[src/hdl/rhc_pkg.sv]
// shared types and constants for the rgb/hsv converter
package rhc_pkg;

   localparam int FIELD_BITS = 16;
   localparam int LANES      = 3;

   localparam logic DIR_RGB_TO_HSV = 1'b0;
   localparam logic DIR_HSV_TO_RGB = 1'b1;

   typedef enum logic [2:0] {
      SEC_RED_YEL  = 3'd0,
      SEC_YEL_GRN  = 3'd1,
      SEC_GRN_CYN  = 3'd2,
      SEC_CYN_BLU  = 3'd3,
      SEC_BLU_MAG  = 3'd4,
      SEC_MAG_RED  = 3'd5,
      SEC_WRAP     = 3'd6
   } sector_type;

   typedef struct packed {
      logic [FIELD_BITS-1:0] comp_a_in;
      logic [FIELD_BITS-1:0] comp_b_in;
      logic [FIELD_BITS-1:0] comp_c_in;
   } req_type;

   typedef struct packed {
      logic [FIELD_BITS-1:0] comp_a_out;
      logic [FIELD_BITS-1:0] comp_b_out;
      logic [FIELD_BITS-1:0] comp_c_out;
   } rsp_type;

   typedef struct packed {
      logic                  dir;
      sector_type            sector;
      logic [FIELD_BITS-1:0] val;
   } meta_type;

endpackage

[src/hdl/rhc_div_cell.sv]
// one quotient bit of three restoring dividers, registered
module rhc_div_cell #(
   parameter int W   = 16,
   parameter int BIT = 0
) (
   input  logic                                   clock,
   input  logic                                   reset,
   input  logic                                   en,
   input  logic                                   in_valid,
   input  logic [rhc_pkg::LANES-1:0][3*W-1:0]     in_rem,
   input  logic [rhc_pkg::LANES-1:0][2*W-1:0]     in_den,
   input  logic [rhc_pkg::LANES-1:0][W-1:0]       in_quo,
   input  rhc_pkg::meta_type                      in_meta,
   output logic                                   out_valid,
   output logic [rhc_pkg::LANES-1:0][3*W-1:0]     out_rem,
   output logic [rhc_pkg::LANES-1:0][2*W-1:0]     out_den,
   output logic [rhc_pkg::LANES-1:0][W-1:0]       out_quo,
   output rhc_pkg::meta_type                      out_meta
);

   localparam int NW = 3 * W;

   logic [rhc_pkg::LANES-1:0][NW-1:0] sub;
   logic [rhc_pkg::LANES-1:0][NW-1:0] rem_in, rem_ff;
   logic [rhc_pkg::LANES-1:0][W-1:0]  quo_in, quo_ff;
   logic [rhc_pkg::LANES-1:0][2*W-1:0] den_ff;
   rhc_pkg::meta_type                 meta_ff;
   logic                              valid_ff;

   always_comb begin
      for (int l = 0; l < rhc_pkg::LANES; l++) begin
         sub[l] = NW'(in_den[l]) << BIT;
         if (in_rem[l] >= sub[l]) begin
            rem_in[l] = in_rem[l] - sub[l];
            quo_in[l] = in_quo[l] | (W'(1) << BIT);
         end else begin
            rem_in[l] = in_rem[l];
            quo_in[l] = in_quo[l];
         end
      end
   end

   always_ff @(posedge clock) begin
      if (reset) begin
         valid_ff <= 1'b0;
      end else if (en) begin
         valid_ff <= in_valid;
      end
   end

   always_ff @(posedge clock) begin
      if (en) begin
         rem_ff  <= rem_in;
         quo_ff  <= quo_in;
         den_ff  <= in_den;
         meta_ff <= in_meta;
      end
   end

   assign out_valid = valid_ff;
   assign out_rem   = rem_ff;
   assign out_den   = den_ff;
   assign out_quo   = quo_ff;
   assign out_meta  = meta_ff;

endmodule

[config.mk]
export PLATFORM = sky130hd
export DESIGN_NAME = rhc_div_cell
export DESIGN_NICKNAME = d
export VERILOG_FILES = /design/src/hdl/rhc_pkg.sv /design/src/hdl/rhc_div_cell.sv
export SDC_FILE = /design/constraint.sdc
export NUM_CORES = 1
export LEC_CHECK = 0
export ABC_AREA = 1
export BUFFER_PORTS_ARGS = -buffer_cell sky130_fd_sc_hd__buf_2
export CAP_MARGIN = 30
export CORE_AREA = 5 5 238 240
export DETAILED_ROUTE_END_ITERATION = 8
export DIE_AREA = 0 0 243 245
export PLACE_DENSITY = 0.66
export SETUP_SLACK_MARGIN = 0.1
export SLEW_MARGIN = 15
export SYNTH_ARGS = -nofsm -noshare
export SYNTH_HDL_FRONTEND = slang
export SYNTH_SLANG_ARGS = --single-unit
[constraint.sdc]
create_clock -name clock -period 2.2 [get_ports clock]
set_input_delay 0.22 -clock clock [delete_from_list [all_inputs] [get_ports clock]]
set_output_delay 0.22 -clock clock [all_outputs]
set_load 0.005 [all_outputs]
# Word-level counts from Yosys, hierarchy flattened
# Cells that the tools add are included.
word_totals:
  ff_bits: 309
  output_inout_bits: 309
op_classes:
  magnitude_cmp: 3
  n_mux: 3
  addsub: 3
op_table:
  columns: ["op", "count"]
  rows:
  - ["48-bit by 32-bit greater-or-equal comparator with 1-bit output", 3]
  - ["48-bit two-way mux", 3]
  - ["48-bit by 32-bit subtractor with 48-bit output", 3]

# Depth between registers and ports, before layout
# Gate-level depths: netlist (run 1).
depth:
  ltp_word: 2
  mapped_depth: 17
  depth_no_buf: 15

# Least setup slack after synthesis (run 1)
# OpenSTA, ideal clock, no wires.
synth_timing:
  path_type: "input to register"
  startpoint: "input port in_rem[0] (netlist name)"
  endpoint: "register rem_ff (netlist bit out_rem[24]) (data pin)"
  cell_stages: 17
  required_ps: 1947
  setup_time_ps: 253
  arrival_time_ps: 1916
  slack_ps: 31
  path_buffers: 2
  path_cell_list: "inv_1 -> ha_1 -> fa_1 -> inv_1 -> nand3_2 -> nand3_2 -> nand2_1 -> nand2_2 -> nand2_2 -> nand2_2 -> nand2_4 -> nand3_4 -> inv_2 -> buf_6 -> buf_6 -> nand2_1 -> nand2_1"
synth_lines:
  columns: ["item", "line", "text"]
  rows:
  - ["start, declared", "rhc_div_cell.sv:10", "input logic [rhc_pkg::LANES-1:0][3*W-1:0] in_rem,"]
  - ["end signal, assigned", "rhc_div_cell.sv:53", "rem_ff <= rem_in;"]
  - ["end, declared", "rhc_div_cell.sv:24", "logic [rhc_pkg::LANES-1:0][NW-1:0] rem_in, rem_ff;"]

# Final worst setup path (run 1)
layout_timing:
  startpoint: "input port in_den[65] (netlist name)"
  endpoint: "register quo_ff (netlist bit out_quo[32]) (data pin)"
layout_via:
  elab_chain_cells: 1
layout_rtl:
  columns: ["item", "line", "text"]
  rows:
  - ["start, declared", "rhc_div_cell.sv:11", "input logic [rhc_pkg::LANES-1:0][2*W-1:0] in_den,"]
  - ["48-bit by 32-bit greater-or-equal comparator with 1-bit output", "rhc_div_cell.sv:33", "if (in_rem[l] >= sub[l]) begin"]
  - ["end signal, assigned", "rhc_div_cell.sv:54", "quo_ff <= quo_in;"]
  - ["end, declared", "rhc_div_cell.sv:25", "logic [rhc_pkg::LANES-1:0][W-1:0] quo_in, quo_ff;"]
# No other way between the ends.
# A chain may end at the register's enable or synchronous reset.

==> out/metrics.yaml, run 1 <==
detailed_routing:
  vias: 23640
  drt_iter0_drc: 1573
  wl_per_cell_um: 17.54
  wirelength_mm: 86.79
  avgViaCountPerCell: 4.776
  drcViolationCount: 0
  ant_nets: 0
  firstDrtPassIters: 6
pwr:
  switching_power_w: 0.005752
  finalPower_w: 0.01876
  power_density_nw_per_um2: 584.2
  leakage_nw: 16.70
  p_clk_frac: 0.323
  switching_share: 0.3066
  vdd_drop_max_mv: 0.5787
  p_int_w: 0.01301
  seqPwrFrac: 0.395
  pwr-share-comb: 0.282
setup_path:
  path_max_fanout: 7
  rr_startpoint: "out_valid$_SDFFE_PP0P_"
  crit_start: "in_den[65]"
  path_cells: "dlygate4sd3_1 -> buf_6 -> inv_1 -> ha_1 -> nand4_1 -> nor3_2 -> buf_4 -> a21oi_2 -> nand3_4 -> buf_6 -> or2_2"
  start_kind: "input port"
  cp_slowest_stage_delay_ns: 0.54
  end_kind: "flip-flop"
  reg2reg_slack_ns: 1.01
  crit_end: "out_quo[32]$_SDFFCE_PP1P_"
  r2r-end: "out_valid$_SDFFE_PP0P_"
  cpMaxStageDelayCell: "dlygate4sd3_1"
  cpMostUsedCell: "buf_6"
  r2r_cells: 3
  crit_arrival_ns: 2.36
  crit_type: "in2reg"
  cp.required_ns: 2.50
floorplanning:
  start_util: 0.3944
  die_w_um: 243
  die_area_um2: 59540
  ios: 621
  rows: 86
  die_h_um: 245
  core_um2: 54450
placement:
  port_buffers: 620
  place_congestion: 1.001
  post-dp-hpwl_mm: 67.66
global_route:
  antenna_found_initial: 13
  grt_pass1_vias: 23250
  grt_overflow_total: 0
  busiest_layer: "met2"
  grt_max_degree: 73
  grt.met3_usage: 0.05150
  grt.met2_usage: 0.4735
  grt_pass1_wl_mm: 128.1
  use_met1: 0.3419
  grt_usage: 0.2727
finish:
  nFillCells: 4992
  drive_gt1_frac: 0.2640
  fin_util: 0.5898
  syn_to_final_growth_pct: 49.56
  nets: 4618
  register_area_um2: 9269
  multiInputGateArea_um2: 9804
logic_synthesis:
  async_reset_ff_frac: 0
  synth_edf_count: 308
  ys.flop_type: "edfxtp_1"
  yosys.cell_count.top_type: "nand2_1"
  synthDistinctLibCells: 37
  synthCells: 2971
  synth-seq-area-share: 0.4317
  yosys.area.top_type: "edfxtp_1"
  ys_ff_latch: 309
  synth_common_cells: "1134 x nand2_1, 621 x inv_1, 308 x edfxtp_1"
  synth_area_um2: 21470
  synth.area.top_cells: "edfxtp_1 43%, nand2_1 20%, inv_1 11%"
  yosys_warnings: 0
  syn_avg_cell_area_um2: 7.227
  synth_nets: 3382
  synth.top_cell.area_share: 0.4307
timing:
  clock_skew_ns: 0
  rsz0062_at_grt: "yes"
  setup_viol: 0
  fin_crit_ns: 2.064
  worst_slew_pin_slew_ns: 0.4797
  slew_headroom: 0.6778
  max_freq_mhz: 484.5
  finalCritPeriodShare: 0.9382
  finalHoldViolCount: 0
  finalMaxSlewViolations: 0
  hold_slack_ns: 0.03443
  setup_tns_ns: 0
clock_network:
  cts.path.max_buffers: 3
  clockRootBuffer: "clkbuf_16"
  cts_buffers: 37
  cts.sinks: 309
  clk_latency_ns: 0.57
  cts_tree: "yes"
  htree_levels: 2
  path_clk_slew_ns: 0.06
hold_path:
  hold_path.class: "in2reg"
outcome:
  status: "finished, final reports clean"
run:
  drv_cap: 0
logic make-up (layout without fill, tap and decap cells):
group | count (synthesis) | in the layout | synth area share
AND/OR/NAND/NOR | 1655 | 1655 | 0.3187
buffers and inverters | 659 | 1923 | 0.1195
flip-flops | 309 | 309 | 0.4317
AO/OA/AOI/OAI | 191 | 191 | 0.04772
adder cells (fa/ha/maj) | 99 | 99 | 0.05874
XOR/XNOR | 57 | 57 | 0.02325
multiplexers | 1 | 1 | 0.0004662
other | 0 | 10 | 0
per-layer routing:
layer | routed length, µm | part of all wire
met1 | 35370 | 0.41
met2 | 42000 | 0.48
met3 | 6229 | 0.072
met4 | 3149 | 0.036
met5 | 41 | 0.00047
worst max-delay path: cells and delay by family:
kind | cells | cell delay [ns]
AOI/OAI and AO/OA | 1 | 0.19
adders and majority gates | 1 | 0.30
buffers and inverters | 5 | 1.01
and+or+nand+nor | 4 | 0.63
power groups by stage:
stage	logic, W	registers, W	clock network [W]
2_1_floorplan	0.00207	0.00760	0
3_3_place_gp	0.00476	0.00751	0
3_5_place_dp	0.00479	0.00752	0
4_1_cts	0.00518	0.00741	0.00616
5_1_grt	0.00576	0.00746	0.00643
6_report	0.00528	0.00742	0.00606
worst min-delay path by stage:
stage	startpoint	to	slack, ns	cells after the start
after global placement	reset	out_valid$_SDFFE_PP0P_	0.38	2
after detailed placement	reset	out_valid$_SDFFE_PP0P_	0.39	2
after CTS	in_rem[46]	out_rem[46]$_DFFE_PP_	0.002	3
after floorplan	reset	out_valid$_SDFFE_PP0P_	0.29	1
final	in_rem[114]	out_rem[114]$_DFFE_PP_	0.03	3
after global routing	in_rem[36]	out_rem[36]$_DFFE_PP_	0.03	3
stage by stage:
stage                     instance area [µm²]  instances  setup slack [ns]
after floorplan                         21480       2971            0.1074
after global placement                  27950       4602           -0.1344
after detailed placement                27950       4602           -0.1664
after CTS                               31710       4929            0.1140
after global routing                    32110       4949           0.08029
final                                   32110       4949            0.1360
layout make-up:
| type | count | share of cell area |
|---|---|---|
| Timing Repair Buffer | 1224 | 0.2675 |
| Clock buffer | 48 | 0.03012 |
| Antenna cell | 10 | 0.0007792 |
| Sequential cell | 309 | 0.2886 |
| Inverter | 632 | 0.07450 |
| Tap cell | 704 | 0.02743 |
| Multi-Input combinational cell | 2003 | 0.3053 |
| Clock inverter | 19 | 0.005766 |
state kept, by name, summed over array words and instances, names as in the netlist:
register / cells
out_quo: 48
out_meta: 20
out_den: 96
out_valid: 1
out_rem: 144
timing repair:
item,CTS,global route
hold buffers,260,0
setup buffers,0,2
resized for setup,0,56
endpoints found under the setup margin,0,92
hold endpoints to repair,259,0
cell usage in the layout, fill, tap and decap left out, types with 6 or more instances in the layout:
cell type	Yosys	routed
nand2_1	1134	1126
inv_1	621	618
buf_2	15	618
buf_4	4	321
edfxtp_1	308	308
dlygate4sd3_1	0	259
nor2_1	206	201
nand3_1	166	161
ha_1	96	94
a21oi_1	91	84
o21ai_0	70	66
xnor2_1	47	47
clkbuf_16	0	43
nand4_1	36	36
nor3_1	33	30
nand3b_1	29	29
a21oi_2	13	20
nand2_2	10	16
nor2_2	12	15
o21ai_1	9	13
buf_12	0	13
inv_2	10	11
clkbuf_1	0	11
diode_2	0	10
xor2_1	10	10
or2_2	9	9
nand3_2	5	8
o21bai_1	7	7
nor2_4	4	6
Power figures use the tool's default switching activity.
==> run 2: changes to the inputs <==
- CORE_AREA: 5 5 238 240 -> 2 2 242 244
- DIE_AREA: 0 0 243 245 -> 0 0 244 246
- PLACE_DENSITY: 0.66 -> unset
==> run 2 against run 1 <==
Net effect: register-to-register slack about the same; clock power is 3% higher; non-clock buffer count grew 36; cell count rose by 2.0%; count of clock-buffer cells in the layout down 4; sequential share of layout area shrank 0.30 points; worst hold slack improved by 0.016 ns; die area is 0.82% higher; critical path depth up 1; worst setup slack worse by 0.011 ns; critical endpoint is now out_rem[118]$_DFFE_PP_; largest power group unchanged.
==> out/metrics.yaml, run 2 (synthesis results as in run 1) <==
timing:
  finalMaxSlewViolations: 0  # unchanged
  clock_skew_ns: 0  # unchanged
  finalCritPeriodShare: 0.9431  # +0.004865
  worst_slew_pin_slew_ns: 0.4519  # -0.02777 ns
  slew_headroom: 0.6964  # +0.01865
  finalHoldViolCount: 0  # unchanged
  fin_crit_ns: 2.075  # +0.01070 ns
  rsz0062_at_grt: "yes"
  hold_slack_ns: 0.04997  # +0.01553 ns
  max_freq_mhz: 482.0  # -0.52%
  setup_viol: 0  # unchanged
setup_path:
  cp_slowest_stage_delay_ns: 0.54  # about the same
  cpMaxStageDelayCell: "dlygate4sd3_1"
  path_cells: "dlygate4sd3_1 -> buf_2 -> nor2_1 -> nand2_1 -> nor2_2 -> nand3_1 -> a21oi_4 -> nand3_4 -> buf_4 -> inv_4 -> o21ai_0 -> buf_4"
  crit_type: "in2reg"
  crit_start: "in_rem[128]"
  path_max_fanout: 4  # -3
  cp.required_ns: 2.51  # about the same
  start_kind: "input port"
  cpLargestDelayFamily: "buffers and inverters"
  crit_arrival_ns: 2.39  # +0.03 ns
  path_buf_inv: 5  # unchanged
  end_kind: "flip-flop"
  cpMostUsedCell: "buf_4"
  rr_startpoint: "out_valid$_SDFFE_PP0P_"
finish:
  largest_register_ffs: 144  # unchanged
  final_cell_mix: "1129 x nand2_1, 619 x buf_2, 618 x inv_1"
  register_area_um2: 9269  # unchanged
  drive_gt1_frac: 0.2676  # +0.003566
  nFillCells: 5413  # +8.4%
  syn_to_final_growth_pct: 51.13
  final_common_cell: "nand2_1"
  nets: 4655  # +0.80%
  final_cell_area_um2: 32450  # +1.0%
  fin_util: 0.5657  # -0.02413
  multiInputGateArea_um2: 9743  # -0.63%
placement:
  place_congestion: 1.064  # +6.3%
  post-dp-hpwl_mm: 67.20  # -0.68%
  place_area_um2: 28340  # +1.4%
  port_buffers: 620  # unchanged
detailed_routing:
  vias: 23260  # -1.6%
  drcViolationCount: 0  # unchanged
  routed.top_layer: "met5"
  drt_iter0_drc: 1338  # -15%
  wl_per_cell_um: 16.60  # -5.4%
  firstDrtPassIters: 7  # +1
  wl_met2_mm: 39.97  # -4.8%
  avgViaCountPerCell: 4.609  # -3.5%
  met3_length_mm: 4.859  # -22%
  wl_met1_mm: 36.39  # +2.9%
  wirelength_mm: 83.75  # -3.5%
  ant_nets: 0  # unchanged
pwr:
  switching_share: 0.2994  # -0.007176
  leakage_nw: 16.89  # +1.2%
  vdd_drop_max_mv: 0.5873  # +1.5%
  power_density_nw_per_um2: 584.3  # about the same
  p_int_w: 0.01328  # +2.1%
  p_clk_frac: 0.330  # +0.007
  switching_power_w: 0.005677  # -1.3%
  seqPwrFrac: 0.391  # -0.004
  pwr-share-comb: 0.279  # -0.003
clock_network:
  clk_latency_ns: 0.58  # about the same
  cts_buffers: 37  # unchanged
  path_clk_slew_ns: 0.06  # about the same
  htree_levels: 2  # unchanged
  cts.path.max_buffers: 3  # unchanged
  cts.sinks: 309  # unchanged
  clockRootBuffer: "clkbuf_16"
  cts_tree: "yes"
floorplanning:
  rows: 88  # +2.3%
  die_w_um: 244  # +0.41%
  start_util: 0.3743  # -0.02006
  die_h_um: 246  # +0.41%
  core_um2: 57370  # +5.4%
  die_area_um2: 60020  # +0.82%
  ios: 621  # unchanged
hold_path:
  hp-start: "in_rem[47]"
  hold_path.class: "in2reg"
global_route:
  antenna_found_initial: 10  # -3
  grt_overflow_total: 0  # unchanged
  grt_max_degree: 68  # -6.8%
  grt_usage: 0.2670  # -0.005779
  grt_pass1_vias: 22240  # -4.3%
  grt_pass1_wl_mm: 123.5  # -3.5%
run:
  drv_cap: 0  # unchanged
outcome:
  status: "finished, final reports clean"
## run 2: changes by cell type in the layout (fill, tap and decap cells not counted), sizes merged
cell          previous run  this run
buf                    958       994
dlymetal6s4s             1         0
clkinv                  12        13
clkbuf                  54        48
diode                   10         9
bufinv                   2         4
clkinvlp                 1         3
dlygate4sd3            259       262
## run 2: worst paths after layout
kind	endpoint	slack (ns)	cells past startpoint
hold / removal	out_rem[47]$_DFFE_PP_	0.05	3
setup reg to reg	out_valid$_SDFFE_PP0P_	1.01	3
setup / recovery	out_rem[118]$_DFFE_PP_	0.13	12
hold reg to reg	out_valid$_SDFFE_PP0P_	1.11	3
## run 2: repair_timing
| action | CTS | global route |
|---|---|---|
| gates resized for setup | 0 | 33 |
| hold endpoints to repair | 273 | 0 |
| hold buffers | 262 | 0 |
| endpoints found under the setup margin | 0 | 50 |
| setup buffers | 0 | 3 |
## run 2: final cells by class
cell class,instances,share of cell area
antenna,9,0.0006940
clock buffer,44,0.02965
clock inverter,23,0.007750
inverter,632,0.07334
multi-input combinational,2003,0.3003
sequential,309,0.2856
tap,765,0.02950
timing repair buffer,1260,0.2730
timing repair inverter,1,0.0001928
## run 2: routing by layer
| metal | vias up | GRT usage |
|---|---|---|
| li1 | 11810 | - |
| met1 | 10550 | 0.3431 |
| met2 | 757 | 0.4612 |
| met3 | 132 | 0.04139 |
| met4 | 4 | 0.08286 |
| met5 | - | 0 |
## run 2: worst register-to-register path: cells and delay by family (launching register included)
kind	cells	cell delay (ns)
AND/OR/NAND/NOR	1	0.06
flip-flops	1	0.32
buffers and inverters	1	0.55
multiplexers	1	0.14
## run 2: stage by stage
step	power, W	TNS (ns)	worst slack [ns]	cells
5_1_grt	0.01985	0	0.06624	5044
3_3_place_gp	0.01235	-15.40	-0.2222	4700
3_5_place_dp	0.01236	-18.67	-0.2569	4700
6_report	0.01896	0	0.1253	5046
2_1_floorplan	0.009663	0	0.1074	2971
4_1_cts	0.01902	0	0.1518	5029
## run 2: power by group through the flow
stage	clock network (W)	logic [W]	registers [W]
final	0.00626	0.00529	0.00741
after global routing	0.00659	0.00580	0.00746
after CTS	0.00638	0.00523	0.00741
after detailed placement	0	0.00484	0.00752
after global placement	0	0.00483	0.00752
after floorplan	0	0.00207	0.00760
==> run 3: changes to the inputs <==
- CORE_AREA: 2 2 242 244 -> 8 8 234 236
- CTS_BUF_LIST: unset -> sky130_fd_sc_hd__clkbuf_4 sky130_fd_sc_hd__clkbuf_8 sky130_fd_sc_hd__clkbuf_16
- DIE_AREA: 0 0 244 246 -> 0 0 242 244
- PLACE_DENSITY: unset -> 0.7
- RECOVER_POWER: unset -> 25
==> run 3 against run 2 <==
Net effect: fmax up 5.3%; utilization is 6.2 points higher; via count rose by 2.8%; cell count is 1.9% lower; count of clock-buffer cells in the layout grew 1; total power grew 0.79%; sequential power hardly changed; routed wire length up 7.4%; final area shrank 1.5%; critical path type unchanged; critical endpoint is now out_rem[14]$_DFFE_PP_; largest power group unchanged.
==> out/metrics.yaml, run 3 (synthesis results as in run 1) <==
outcome:
  status: "finished, final reports clean"
setup_path:
  reg2reg_slack_ns: 1.06  # +0.05 ns
  crit_type: "in2reg"
  crit_arrival_ns: 2.25  # -0.14 ns
  rr_startpoint: "out_valid$_SDFFE_PP0P_"
  crit_end: "out_rem[14]$_DFFE_PP_"
  r2r_cells: 3  # unchanged
  cp.required_ns: 2.48  # -0.03 ns
  r2r-end: "out_valid$_SDFFE_PP0P_"
  crit_start: "in_rem[34]"
  start_kind: "input port"
  end_kind: "flip-flop"
  path_max_fanout: 14  # +10
placement:
  place_area_um2: 28250  # -0.33%
  port_buffers: 620  # unchanged
  post-dp-hpwl_mm: 71.41  # +6.3%
  place_congestion: 0.9813  # -7.8%
  pre_cts_ws_ns: -0.1852  # +0.07172 ns
  dp_cells: 4620  # -1.7%
timing:
  finalCritPeriodShare: 0.8955  # -0.04758
  finalMaxSlewViolations: 0  # unchanged
  worst_slew_pin_slew_ns: 0.9150  # +0.4631 ns
  rsz0062_at_grt: "no"
  setup_viol: 0  # unchanged
  max_freq_mhz: 507.6  # +5.3%
  setup_ws_ns: 0.2300  # +0.1047 ns
  fin_crit_ns: 1.970  # -0.1047 ns
  clock_skew_ns: 0  # unchanged
  finalHoldViolCount: 0  # unchanged
  slew_headroom: 0.3900  # -0.3064
finish:
  final_common_cell: "nand2_1"
  fin_util: 0.6280  # +0.06228
  largest_register_ffs: 144  # unchanged
  register_area_um2: 9269  # unchanged
  final_cell_area_um2: 31950  # -1.5%
  drive_gt1_frac: 0.2479  # -0.01967
  stdcell_count: 4952  # -1.9%
  syn_to_final_growth_pct: 48.82
  nets: 4644  # -0.24%
  final_cell_mix: "1134 x nand2_1, 620 x inv_1, 553 x buf_2"
  multiInputGateArea_um2: 9648  # -0.98%
  nFillCells: 4480  # -17%
detailed_routing:
  firstDrtPassIters: 5  # -2
  avgViaCountPerCell: 4.827  # +4.7%
  wl_per_cell_um: 18.17  # +9.5%
  vias: 23900  # +2.8%
  drt_iter0_drc: 1703  # +27%
  drcViolationCount: 0  # unchanged
  ant_nets: 0  # unchanged
  wirelength_mm: 89.97  # +7.4%
clock_network:
  path_clk_slew_ns: 0.06  # about the same
  cts.path.max_buffers: 3  # unchanged
  htree_levels: 2  # unchanged
  cts_tree: "yes"
  cts_buffers: 37  # unchanged
  cts.sinks: 309  # unchanged
  ctsResizeCount: 0  # unchanged
  clockRootBuffer: "clkbuf_16"
  clk_latency_ns: 0.57  # about the same
hold_path:
  hold_depth: 3  # unchanged
  hold_path.class: "in2reg"
global_route:
  antenna_found_initial: 11  # +1
  grt_pass1_vias: 24270  # +9.1%
  grt_max_degree: 87  # +28%
  grt_usage: 0.2927  # +0.02576
  grt_pass1_wl_mm: 135.3  # +9.5%
  grt_overflow_total: 0  # unchanged
floorplanning:
  die_w_um: 242  # -0.82%
  start_util: 0.4220  # +0.04766
  die_h_um: 244  # -0.81%
  die_area_um2: 59050  # -1.6%
  rows: 83  # -5.7%
  ios: 621  # unchanged
  core_um2: 50890  # -11%
pwr:
  finalPower_w: 0.01911  # +0.79%
  power_density_nw_per_um2: 598.0  # +2.4%
  leakage_nw: 16.62  # -1.6%
  vdd_drop_max_mv: 0.4605  # -22%
run:
  drv_cap: 0  # unchanged
==> run 3: worst min path at each step <==
| stage | slack [ns] | from | endpoint |
|---|---|---|---|
| after floorplan | 0.29 | reset | out_valid$_SDFFE_PP0P_ |
| after CTS | 0.007 | in_rem[130] | out_rem[130]$_DFFE_PP_ |
| after global placement | 0.38 | reset | out_valid$_SDFFE_PP0P_ |
| after global routing | 0.03 | in_rem[130] | out_rem[130]$_DFFE_PP_ |
| after detailed placement | 0.38 | reset | out_valid$_SDFFE_PP0P_ |
| final | 0.03 | in_rem[130] | out_rem[130]$_DFFE_PP_ |
==> run 3: layout make-up <==
class,instances,area share
Clock inverter,21,0.007479
Clock buffer,45,0.03085
Antenna cell,12,0.0009397
Multi-Input combinational cell,2003,0.3019
Timing Repair Buffer,1250,0.2679
Inverter,632,0.07424
Tap cell,680,0.02663
Sequential cell,309,0.2901
==> run 3: critical path, cell delays in order <==
cell and delay, ns:
dlygate4sd3_1 0.54, buf_2 0.13, nor2_1 0.16, nand2_1 0.14, nor2_1 0.17, nand3_1 0.11, a21oi_2 0.17, nand3_4 0.11
inv_2 0.14, buf_4 0.22, o21ai_0 0.13
==> run 3: layer usage <==
metal	wire, µm	share of wire	GRT usage
met4	4177	0.046	0.1368
met5	22	0.00024	0
met1	35550	0.40	0.3439
met3	7628	0.085	0.07554
met2	42590	0.47	0.4992
==> run 3: per-stage QoR <==
| stage | setup TNS [ns] | hold WS (ns) |
|---|---|---|
| after floorplan | 0 | 0.2924 |
| after global placement | -8.826 | 0.3785 |
| after detailed placement | -15.40 | 0.3803 |
| after CTS | 0 | 0.006897 |
| after global routing | 0 | 0.03007 |
| final | 0 | 0.03350 |
==> run 3: power breakdown <==
| group | internal, W | leakage, nW | switching (W) | total (W) |
|---|---|---|---|---|
| Combinational | 0.00240 | 13.0 | 0.00298 | 0.00538 |
| Clock | 0.00370 | 0.609 | 0.00259 | 0.00629 |
| Sequential | 0.00724 | 3.02 | 0.000200 | 0.00744 |
| Total | 0.0133 | 16.6 | 0.00576 | 0.0191 |
==> run 3: what timing repair did <==
| action | CTS | global route |
|---|---|---|
| buffers inserted | 0 | 0 |
| hold endpoints to repair | 268 | 0 |
| hold buffers | 254 | 0 |
| setup endpoints to repair | 0 | 0 |
